File: src/rtl/core/lfc_pkg.sv
// Package of the LFU cache: sizes, types and the sequencer state type.
// Used by the top level, the slot memory and the sweep unit; depends on nothing.
package lfc_pkg;
  localparam int Entries   = 16;
  localparam int CountBits = 16;
  localparam int IdxW      = $clog2(Entries);
  localparam int OccW      = $clog2(Entries + 1);
  localparam int CapW      = 5;
  localparam int KeyW      = 32;
  localparam int ValW      = 32;
  localparam logic [CountBits-1:0] CountMax = '1;
  localparam logic [CapW-1:0] CapReset = CapW'(16);

  typedef enum logic [2:0] {
    ST_IDLE,
    ST_READ,
    ST_SCAN,
    ST_WRITE,
    ST_OUT
  } seq_state_t;

  // One slot as it lies in the slot memory.
  typedef struct packed {
    logic [KeyW-1:0]      key;
    logic [ValW-1:0]      value;
    logic [CountBits-1:0] count;
  } slot_word_t;

  // Results of the search over all slots.
  typedef struct packed {
    logic            found;
    logic [IdxW-1:0] hit_idx;
    logic            free_ok;
    logic [IdxW-1:0] free_idx;
    logic [IdxW-1:0] vic_idx;
  } scan_res_t;
endpackage

File: src/rtl/core/lfu_cache_lru_tiebreak.sv
// Channel | Direction | Handshake        | Words
// in_     | into      | valid / stall    | mode, lookup_key, write_value
// out_    | out of    | valid / stall    | hit, read_value
// cfg_    | into      | valid / ready    | active_capacity
// A result is offered after its word has been through a sweep of the slot memory, one
// slot a cycle through its single read port, then a re-read of the hit slot and a
// write-back; the block takes no new word until that result has gone.
// Reset is synchronous and clears the valid bits, ranks and occupancy.
// A stalled result holds; the next word is taken once the result has gone.
// Top level of the LFU cache; uses lfc_pkg, lfc_slot_ram and lfc_scan.
module lfu_cache_lru_tiebreak (
  input  logic        clk,
  input  logic        rst_n,
  input  logic        in_valid,
  output logic        in_stall,
  input  logic        in_mode,
  input  logic [31:0] in_lookup_key,
  input  logic [31:0] in_write_value,
  output logic        out_valid,
  input  logic        out_stall,
  output logic        out_hit,
  output logic [31:0] out_read_value,
  input  logic        cfg_valid,
  output logic        cfg_ready,
  input  logic [4:0]  cfg_active_capacity
);
  localparam int IdxW = lfc_pkg::IdxW;
  localparam int OccW = lfc_pkg::OccW;
  localparam int N    = lfc_pkg::Entries;

  lfc_pkg::seq_state_t         st_r, st_nxt;
  logic [lfc_pkg::CapW-1:0]    cap_r;
  logic [N-1:0]                valid_r;
  logic [IdxW-1:0]             rank_r [N];
  logic [OccW-1:0]             occ_r;
  logic                        mode_r;
  logic [31:0]                 key_r, val_r;
  logic                        hit_r;
  logic [31:0]                 rdv_r;

  logic                        scan_start, scan_done;
  lfc_pkg::scan_res_t          sres;
  logic [IdxW-1:0]             scan_rd_idx, rd_idx;
  lfc_pkg::slot_word_t         rd_data, wr_data;
  logic                        wr_en;
  logic [IdxW-1:0]             wr_idx;

  logic [OccW-1:0]             cap_eff;
  logic                        full;
  logic                        do_evict;
  logic [N-1:0]                valid_mid;
  logic [IdxW-1:0]             tgt_idx;
  logic                        ins_ok;
  logic [lfc_pkg::CountBits-1:0] cnt_inc;

  assign cap_eff = (cap_r > lfc_pkg::CapW'(N)) ? OccW'(N) : OccW'(cap_r);
  assign full    = (occ_r >= cap_eff);
  assign do_evict = !sres.found && full && (occ_r != '0);
  assign ins_ok  = do_evict || sres.free_ok;
  assign tgt_idx = sres.found ? sres.hit_idx : (do_evict ? sres.vic_idx : sres.free_idx);

  assign in_stall  = (st_r != lfc_pkg::ST_IDLE);
  assign cfg_ready = 1'b1;
  assign scan_start = (st_r == lfc_pkg::ST_IDLE) && in_valid;

  lfc_scan u_scan (
    .clk     (clk),
    .rst_n   (rst_n),
    .start   (scan_start),
    .key     (key_r),
    .valid   (valid_r),
    .rank    (rank_r),
    .rd_idx  (scan_rd_idx),
    .rd_data (rd_data),
    .done    (scan_done),
    .res     (sres)
  );

  // The memory port reads for the sweep, then the hit slot.
  assign rd_idx = (st_r == lfc_pkg::ST_SCAN) ? scan_rd_idx : sres.hit_idx;

  lfc_slot_ram u_ram (
    .clk     (clk),
    .wr_en   (wr_en),
    .wr_idx  (wr_idx),
    .wr_data (wr_data),
    .rd_idx  (rd_idx),
    .rd_data (rd_data)
  );

  // Saturating count increase of the hit slot.
  assign cnt_inc = (rd_data.count == lfc_pkg::CountMax) ? rd_data.count
                                                       : rd_data.count + 1'b1;

  // Write-back in the write state.
  always_comb begin
    wr_en   = 1'b0;
    wr_idx  = tgt_idx;
    wr_data = rd_data;
    if (st_r == lfc_pkg::ST_WRITE) begin
      if (sres.found) begin
        wr_en = !(mode_r && cap_r == '0) || !mode_r;
        wr_data.count = cnt_inc;
        if (mode_r) begin
          wr_data.value = val_r;
        end
      end else if (mode_r && cap_r != '0 && ins_ok) begin
        wr_en         = 1'b1;
        wr_data.key   = key_r;
        wr_data.value = val_r;
        wr_data.count = lfc_pkg::CountBits'(1);
      end
    end
  end

  // Next state.
  always_comb begin
    st_nxt = st_r;
    unique case (st_r)
      lfc_pkg::ST_IDLE:  if (in_valid) st_nxt = lfc_pkg::ST_SCAN;
      lfc_pkg::ST_SCAN:  if (scan_done) st_nxt = lfc_pkg::ST_READ;
      lfc_pkg::ST_READ:  st_nxt = lfc_pkg::ST_WRITE;
      lfc_pkg::ST_WRITE: st_nxt = lfc_pkg::ST_OUT;
      lfc_pkg::ST_OUT:   if (!out_stall) st_nxt = lfc_pkg::ST_IDLE;
      default:           st_nxt = lfc_pkg::ST_IDLE;
    endcase
  end

  // Outputs of the sequencer.
  always_comb begin
    out_valid      = (st_r == lfc_pkg::ST_OUT);
    out_hit        = hit_r;
    out_read_value = rdv_r;
  end

  assign valid_mid = do_evict ? (valid_r & ~(N'(1) << sres.vic_idx)) : valid_r;

  // Control state, ranks and occupancy.
  always_ff @(posedge clk) begin
    if (!rst_n) begin
      st_r    <= lfc_pkg::ST_IDLE;
      cap_r   <= lfc_pkg::CapReset;
      valid_r <= '0;
      occ_r   <= '0;
      for (int i = 0; i < N; i++) begin
        rank_r[i] <= '0;
      end
    end else begin
      st_r <= st_nxt;
      if (cfg_valid && cfg_ready) begin
        cap_r <= cfg_active_capacity;
      end
      if (st_r == lfc_pkg::ST_WRITE) begin
        if (sres.found && !(mode_r && cap_r == '0)) begin
          // Touch: younger entries age by one.
          for (int i = 0; i < N; i++) begin
            if (valid_r[i] && rank_r[i] < rank_r[sres.hit_idx]) begin
              rank_r[i] <= rank_r[i] + 1'b1;
            end
          end
          rank_r[sres.hit_idx] <= '0;
        end else if (!sres.found && mode_r && cap_r != '0 && ins_ok) begin
          // Insert: any victim leaves, survivors younger than it (all if none) age, newcomer is youngest.
          for (int i = 0; i < N; i++) begin
            if (valid_mid[i] &&
                !(do_evict && rank_r[i] > rank_r[sres.vic_idx])) begin
              rank_r[i] <= rank_r[i] + 1'b1;
            end
          end
          rank_r[tgt_idx] <= '0;
          valid_r         <= valid_mid | (N'(1) << tgt_idx);
          if (!do_evict) begin
            occ_r <= occ_r + 1'b1;
          end
        end
      end
    end
  end

  // Request and result words.
  always_ff @(posedge clk) begin
    if (scan_start) begin
      mode_r <= in_mode;
      key_r  <= in_lookup_key;
      val_r  <= in_write_value;
    end
    if (st_r == lfc_pkg::ST_WRITE) begin
      hit_r <= sres.found && !(mode_r && cap_r == '0);
      rdv_r <= (sres.found && !mode_r) ? rd_data.value : '0;
    end
  end
endmodule

File: src/rtl/core/lfc_slot_ram.sv
// Slot memory of the LFU cache: key, value and use count of each slot.
// One write port and one registered read port; uses lfc_pkg.
module lfc_slot_ram (
  input  logic                            clk,
  input  logic                            wr_en,
  input  logic [lfc_pkg::IdxW-1:0]        wr_idx,
  input  lfc_pkg::slot_word_t             wr_data,
  input  logic [lfc_pkg::IdxW-1:0]        rd_idx,
  output lfc_pkg::slot_word_t             rd_data
);
  lfc_pkg::slot_word_t mem [lfc_pkg::Entries];
  lfc_pkg::slot_word_t rd_data_r;

  // Synchronous write and registered read.
  always_ff @(posedge clk) begin
    if (wr_en) begin
      mem[wr_idx] <= wr_data;
    end
    rd_data_r <= mem[rd_idx];
  end

  assign rd_data = rd_data_r;
endmodule

File: src/rtl/core/lfc_scan.sv
// Sweep unit of the LFU cache: walks all slots one per cycle, reading the
// slot memory, to find the key match, a free slot and the eviction victim.
// Uses lfc_pkg.
module lfc_scan (
  input  logic                             clk,
  input  logic                             rst_n,
  input  logic                             start,
  input  logic [lfc_pkg::KeyW-1:0]         key,
  input  logic [lfc_pkg::Entries-1:0]      valid,
  input  logic [lfc_pkg::IdxW-1:0]         rank [lfc_pkg::Entries],
  output logic [lfc_pkg::IdxW-1:0]         rd_idx,
  input  lfc_pkg::slot_word_t              rd_data,
  output logic                             done,
  output lfc_pkg::scan_res_t               res
);
  localparam int CntW = lfc_pkg::IdxW + 1;

  logic                         busy_r, busy_nxt;
  logic [CntW-1:0]              ptr_r, ptr_nxt;
  logic                         chk_r, chk_nxt;
  logic [lfc_pkg::IdxW-1:0]     chk_idx_r;
  lfc_pkg::scan_res_t           res_r, res_nxt;
  logic                         have_vic_r, have_vic_nxt;
  logic [lfc_pkg::CountBits-1:0] vic_cnt_r, vic_cnt_nxt;
  logic                         done_r, done_nxt;
  logic                         better;

  assign rd_idx = ptr_r[lfc_pkg::IdxW-1:0];

  // The slot read last cycle beats the current victim on lower count, or
  // equal count and older touch.
  assign better = !have_vic_r || (rd_data.count < vic_cnt_r) ||
                  ((rd_data.count == vic_cnt_r) &&
                   (rank[chk_idx_r] > rank[res_r.vic_idx]));

  // Sweep control and running search.
  always_comb begin
    busy_nxt     = busy_r;
    ptr_nxt      = ptr_r;
    chk_nxt      = 1'b0;
    res_nxt      = res_r;
    have_vic_nxt = have_vic_r;
    vic_cnt_nxt  = vic_cnt_r;
    done_nxt     = 1'b0;
    if (start) begin
      busy_nxt     = 1'b1;
      ptr_nxt      = '0;
      res_nxt      = '0;
      have_vic_nxt = 1'b0;
    end else begin
      if (busy_r) begin
        chk_nxt = 1'b1;
        if (ptr_r == CntW'(lfc_pkg::Entries - 1)) begin
          busy_nxt = 1'b0;
        end
        ptr_nxt = ptr_r + CntW'(1);
      end
      if (chk_r) begin
        if (valid[chk_idx_r]) begin
          if (!res_r.found && rd_data.key == key) begin
            res_nxt.found   = 1'b1;
            res_nxt.hit_idx = chk_idx_r;
          end
          if (better) begin
            have_vic_nxt    = 1'b1;
            vic_cnt_nxt     = rd_data.count;
            res_nxt.vic_idx = chk_idx_r;
          end
        end else if (!res_r.free_ok) begin
          res_nxt.free_ok  = 1'b1;
          res_nxt.free_idx = chk_idx_r;
        end
        if (!busy_r) begin
          done_nxt = 1'b1;
        end
      end
    end
  end

  // Control registers.
  always_ff @(posedge clk) begin
    if (!rst_n) begin
      busy_r <= 1'b0;
      chk_r  <= 1'b0;
      done_r <= 1'b0;
    end else begin
      busy_r <= busy_nxt;
      chk_r  <= chk_nxt;
      done_r <= done_nxt;
    end
  end

  // Search registers.
  always_ff @(posedge clk) begin
    ptr_r      <= ptr_nxt;
    chk_idx_r  <= ptr_r[lfc_pkg::IdxW-1:0];
    res_r      <= res_nxt;
    have_vic_r <= have_vic_nxt;
    vic_cnt_r  <= vic_cnt_nxt;
  end

  assign done = done_r;
  assign res  = res_r;
endmodule

File: config.mk
export PLATFORM = sky130hd
export DESIGN_NAME = lfu_cache_lru_tiebreak
export DESIGN_NICKNAME = d
export VERILOG_FILES = /design/src/rtl/core/lfc_pkg.sv /design/src/rtl/core/lfu_cache_lru_tiebreak.sv /design/src/rtl/core/lfc_slot_ram.sv /design/src/rtl/core/lfc_scan.sv
export SDC_FILE = /design/constraint.sdc
export NUM_CORES = 2
export LEC_CHECK = 0
export ABC_CLOCK_PERIOD_IN_PS = 26200
export BUFFER_PORTS_ARGS = -buffer_cell sky130_fd_sc_hd__buf_2
export CAP_MARGIN = 20
export CORE_UTILIZATION = 60
export DETAILED_ROUTE_END_ITERATION = 12
export PLACE_DENSITY = 0.76
export SLEW_MARGIN = 20
export SYNTH_ARGS = -nofsm -noshare
export SYNTH_HDL_FRONTEND = slang
export SYNTH_SLANG_ARGS = --single-unit
File: constraint.sdc
create_clock -name clk -period 26.2 [get_ports clk]
set_input_delay 3.93 -clock clk [delete_from_list [all_inputs] [get_ports clk]]
set_output_delay 3.93 -clock clk [all_outputs]
set_load 0.02 [all_outputs]
After elaboration in Yosys (flattened, before gate mapping):

Memory sizes are Yosys's and may differ from the RTL's. A register that Yosys moved wholly into a read port is not among the register bits.
Cells that the tools add are included.

* multiplexer cells: 186
* equality and inequality tests: 11
* shift operators: 2
* bitwise operators: 18
* add/sub/neg operators: 19
* $lt $le $gt $ge: 43
* reduce and logical (&&, ||, !) cells: 104

Operators by type and width (number)
* $mux 4: 155
* $mux 80: 2
* $and 64x64->64: 2
* $mux 64: 2
* $not 64->64: 2
* $gt 4x4->1: 17
* $add 4x1->4 const B: 16
* $lt 4x4->1: 16
* $mux 32: 2
* $logic_and 1x1->1: 63
* $bmux 4 s4: 3
* $mux 48: 1
* $demux 4 s4: 2
* $eq 32x32->1: 1
* $mux 16: 2
* $shl 1x4->16 const A: 2
* $ge 5x5->1 const B: 4
* $logic_not 1->1: 20
* $not 4->5: 4
* $add 16x1->16 const B: 1
* $and 16x16->16: 1
* $eq 16x16->1: 1
* $eq 16x16->1 const B: 1
* $lt 16x16->1: 1
* 30 further kinds: 62

* register bits after elaboration: 234
* memories kept: 1
* input bits: 75
* memory bits (writable): 1280

Memories
* u_ram.mem: depth 16, bits a word 80, read ports 1, clocked after Yosys merged registers in 1, wr ports 1, RTL line lfc_slot_ram.sv:11 `lfc_pkg::slot_word_t mem [lfc_pkg::Entries];`

Depth between registers and ports, before layout:

* depth after elaboration: 16
* gate-level depth with buffers: 14
* depth with buffers taken out: 11

By module:

From an unflattened synthesis, not the netlist that was laid out.

* cell total of the unflattened synthesis: 3911
* area total of the unflattened synthesis: 67335.8 sq um

Modules (own cells, without submodules)
* lfc_slot_ram: cells each 2054, instances 1, seq. area each 40038.4 sq um, area an instance 49422.4 sq um
* lfu_cache_lru_tiebreak: cells each 1577, instances 1, seq. area each 4804.6 sq um, area an instance 14465.1 sq um
* lfc_scan: cells each 280, instances 1, seq. area each 1021.0 sq um, area an instance 3448.3 sq um

Least setup slack after synthesis:

No wires, ideal clock.

* path kind: register to register
* start point: register cap_r[4] in the netlist's numbering
* end point: memory u_ram.mem[5][0] in the netlist's numbering, enable pin
* stages on the path, launching flop included: 11
* slack: 17.813 ns
* library setup time: 0.633 ns
* data arrival time: 7.754 ns
* period minus slack after synthesis: 8.387 ns
* path through: dfxtp_1 inv_1 nand2_1 ha_1 o21ai_1 a211oi_1 buf_2 nand2_2 buf_2 mux2i_1 nor3b_1

* longest elaborated chain between the ends: 12
* elaborated cells between the ends (all ways): 20
* classes of those cells: order compare (2); mux (8); reduce/logical (10)

Ends and longest elaborated chain
* start, declared: RTL line lfu_cache_lru_tiebreak.sv:32 `logic [lfc_pkg::CapW-1:0] cap_r;`
* start signal, assigned: RTL line lfu_cache_lru_tiebreak.sv:142 `cap_r <= lfc_pkg::CapReset;`
* start signal, assigned: RTL line lfu_cache_lru_tiebreak.sv:151 `cap_r <= cfg_active_capacity;`
* $gt 5x5->1: RTL line lfu_cache_lru_tiebreak.sv:56 `assign cap_eff = (cap_r > lfc_pkg::CapW'(N)) ? OccW'(N) : OccW'(cap_r);`
* $mux 5: RTL line lfu_cache_lru_tiebreak.sv:56
* $ge 5x5->1: RTL line lfu_cache_lru_tiebreak.sv:57 `assign full = (occ_r >= cap_eff);`
* $logic_and 1x1->1 (2 in series): RTL line lfu_cache_lru_tiebreak.sv:58 `assign do_evict = !sres.found && full && (occ_r != '0);`
* $logic_or 1x1->1: RTL line lfu_cache_lru_tiebreak.sv:59 `assign ins_ok = do_evict || sres.free_ok;`
* $logic_and 1x1->1: RTL line lfu_cache_lru_tiebreak.sv:107 `end else if (mode_r && cap_r != '0 && ins_ok) begin`
* $mux 1: RTL line lfu_cache_lru_tiebreak.sv:107
* $mux 1: RTL line lfu_cache_lru_tiebreak.sv:101 `if (sres.found) begin`
* $mux 1: RTL line lfu_cache_lru_tiebreak.sv:100 `if (st_r == lfc_pkg::ST_WRITE) begin`
* $mux 1: RTL line lfc_slot_ram.sv:16 `if (wr_en) begin`
* $mux 1 (implied by the code): RTL line lfc_slot_ram.sv:17 `mem[wr_idx] <= wr_data;`
* end, declared: RTL line lfc_slot_ram.sv:11

Several ways; a longest one is shown, not always the timed one.

Worst setup path in the final report:

* start point: register st_r[1]
* end point: register u_ram.rd_data[74] (netlist name)

* longest elaborated chain between the ends: 2

Ends and longest elaborated chain
* start, declared: RTL line lfu_cache_lru_tiebreak.sv:31 `lfc_pkg::seq_state_t st_r, st_nxt;`
* start signal, assigned: RTL line lfu_cache_lru_tiebreak.sv:141 `st_r <= lfc_pkg::ST_IDLE;`
* start signal, assigned: RTL line lfu_cache_lru_tiebreak.sv:149 `st_r <= st_nxt;`
* $eq 3x2->1: RTL line lfu_cache_lru_tiebreak.sv:80 `assign rd_idx = (st_r == lfc_pkg::ST_SCAN) ? scan_rd_idx : sres.hit_idx;`
* $mux 4: RTL line lfu_cache_lru_tiebreak.sv:80

No other way between the ends.
A chain may end at the register's enable or synchronous reset.

==> flow_summary.json <==
{
  "grt_setup_unrepaired": "false",
  "start_util_pct": 60.61,
  "whs_endpoint": "u_scan.chk_idx_r[3]",
  "whs_path_depth": 0,
  "cts_sinks": 1594,
  "track_usage_pct": 29.73,
  "ys_seq_area_share_pct": 66.00,
  "io_pins": 111,
  "startpoint_type": "flop",
  "crit_chain": "nor3b_4, nor2_1, a21oi_4, buf_4, buf_12, buf_4, buf_12, a211oi_1, a311oi_1, a21oi_1, a21oi_1",
  "io_buffers": 109,
  "r2r-start": "st_r[1]",
  "place_area_um2": 71440,
  "synth-async-reset-ratio_pct": 0,
  "relSlewSlack_pct": 15.46,
  "syn_to_final_growth_pct": 10.54,
  "finalHoldViolations": 0,
  "worst_pin_slew_ns": 1.268,
  "hold_start": "u_scan.ptr_r[3]",
  "max_freq_mhz": 172.4,
  "routed_wl_mm": 176.4,
  "cts_setup_buffers": 0,
  "slew_violations": 0,
  "avgViaCountPerCell": 6.630,
  "clk_latency_ns": 0.78,
  "synth_cells": 5395,
  "ff2ff_path_depth": 11,
  "dr_total_vias": 46800,
  "required_ns": 26.86,
  "hold_path.class": "flop to flop",
  "final_area_um2": 76820,
  "setup-tns-final_ns": 0,
  "gp_congestion": 0.9366,
  "drtPass1Iterations": 6,
  "grt_pass1_wl_mm": 265.4,
  "cp_max_fo": 216,
  "grt-ovfl-total": 0,
  "drc": 0,
  "crit_start": "st_r[1]",
  "cp_slowest_cell": "buf_4",
  "crit_type": "flop to flop",
  "synth-seq-cells": 1594,
  "final_nets": 5641,
  "r2r_end": "u_ram.rd_data[74]",
  "final_common_cell": "edfxtp_1",
  "grt_pass1_vias": 44610,
  "outcome": "complete, no violations",
  "maxCapViolCount": 0,
  "finalWorstPathRequiredPeriod_ns": 5.799,
  "grt_start_max_net_pins": 237,
  "cts.path.max_buffers": 3,
  "ctsHoldBuffers": 0,
  "synth_area_um2": 69490,
  "cts_root_buffer": "clkbuf_16",
  "arrival_ns": 6.46,
  "antenna_found_initial": 3,
  "stdcell_count": 7059,
  "rows": 124,
  "ys.flop_type": "edfxtp_1",
  "die_y_um": 342.3,
  "syn_area_per_cell_um2": 12.88,
  "cts_buffers": 160,
  "drtIter0Drc": 5896,
  "cts_resized": 0,
  "regToRegSetupSlack_ns": 20.40,
  "ys_types": 97,
  "placed_cells": 6754,
  "layout_common_cells": "1394 x edfxtp_1, 839 x nand2_1, 415 x a211oi_1, 306 x and2_1, 274 x a21oi_1",
  "ant_nets": 0,
  "ctsHtreeMaxLevel": 4,
  "crit_buf_inv": 4,
  "crit_family": "buffers and inverters",
  "slowest_delay_ns": 0.94,
  "cts_tree": "yes",
  "avgRoutedWirePerCell_um": 24.99,
  "path_clk_slew_ns": 0.06,
  "synth_edf_count": 1394,
  "finalCritPeriodShare_pct": 22.13,
  "syn_nets": 5628,
  "drive_gt1_share_pct": 10.60,
  "die-area_um2": 117200,
  "fin_skew_ns": 0.04133,
  "yosysWarnings": 0,
  "setup_viol": 0,
  "dp_hpwl_mm": 92.86,
  "end_kind": "flop",
  "power-per-cell-area_nw_per_um2": 71.72,
  "coreArea_um2": 114700,
  "vdd_ir_drop_max_mv": 0.05641,
  "total_leakage_power_nw": 25.25,
  "die_w_um": 342.3
}
Yosys cell counts, types with 17 or more instances:
master / n / share of area (%)
nand2b_1: 31 / 0.28
o2bb2ai_1: 30 / 0.38
o211ai_1: 17 / 0.18
o21a_1: 25 / 0.27
edfxtp_1: 1394 / 60
a211oi_1: 416 / 4.5
dfxtp_1: 200 / 5.8
a21oi_1: 278 / 2.0
xnor2_1: 22 / 0.28
and2_1: 308 / 2.8
a31oi_1: 192 / 1.7
inv_1: 79 / 0.43
ha_1: 158 / 2.8
and2_0: 60 / 0.54
nor2_1: 111 / 0.60
nor2b_1: 25 / 0.23
o21ai_0: 142 / 1.0
a311oi_1: 165 / 2.1
mux4_2: 62 / 2.0
nand4_1: 48 / 0.43
mux2i_1: 30 / 0.43
nor3_1: 32 / 0.23
nand2_1: 840 / 4.5
buf_2: 85 / 0.61
xor2_1: 24 / 0.30
clkbuf_1: 254 / 1.4
nand3_1: 73 / 0.53
worst max-delay path by stage:
stage | endpoint | slack (ns) | cells after the start
after CTS | in_stall | 20.36 | 2
after global placement | rank_r[11] | 19.82 | 7
after global routing | u_ram.rd_data[67] | 20.11 | 10
final | u_ram.rd_data[74] | 20.40 | 11
after detailed placement | rank_r[14] | 19.79 | 7
after floorplan | u_ram.mem[5][0] | 17.81 | 10
through the flow:
step | hold slack [ns] | power, W | utilization, % | setup slack [ns]
5_1_grt | 0.4509 | 0.005657 | 66.99 | 20.11
3_5_place_dp | 0.4261 | 0.003253 | 62.31 | 19.79
4_1_cts | 0.4357 | 0.005520 | 66.94 | 20.36
6_report | 0.4340 | 0.005510 | 67.00 | 20.40
3_3_place_gp | 0.4235 | 0.003241 | 62.31 | 19.82
2_1_floorplan | 0.3705 | 0.003148 | - | 17.81
state kept, by name (all words and copies together) (netlist names), 4 cells and up:
name,count
out_read_value,32
rank_r,64
valid_r,16
val_r,32
u_ram.rd_data,80
u_scan.vic_cnt_r,16
occ_r,5
key_r,32
u_scan.res,14
cap_r,5
u_scan.chk_idx_r,4
u_scan.ptr_r,5
u_ram.mem,1280
power breakdown:
group	switching [W]	total (W)	internal, W
clock network	0.000961	0.00230	0.00134
registers	0.0000323	0.00287	0.00284
logic	0.000239	0.000337	0.0000985
logic make-up (layout without fill, tap and decap cells):
kind of cell    count (synthesis)  in the layout  share of synthesized area [%]
simple gates                 1616           1616                          11.09
flops                        1594           1594                          66.00
compound gates               1430           1430                          14.15
buf+inv                       439            589                          2.573
fa+ha+maj                     158            158                          2.845
mux                           111            111                          2.753
xor+xnor                       46             46                         0.5798
other cells                     1              3                       0.005396
routing by layer:
| layer | share of wire (%) | GRT usage, % |
|---|---|---|
| met5 | 0.0074 | 0 |
| met4 | 4.1 | 13.46 |
| met3 | 9.0 | 4.794 |
| met1 | 38 | 39.78 |
| met2 | 49 | 48.15 |
area by class of cell:
cell class                 count  area [um2]
multi-input combinational   3362       22090
fill                        7813       37840
tap                         1512        1892
antenna                        2       5.005
timing repair buffer         207        1356
inverter                      83       311.5
clock inverter                78       877.1
sequential                  1594       45860
clock buffer                 221        4425
(Power assumes the default switching activity.)
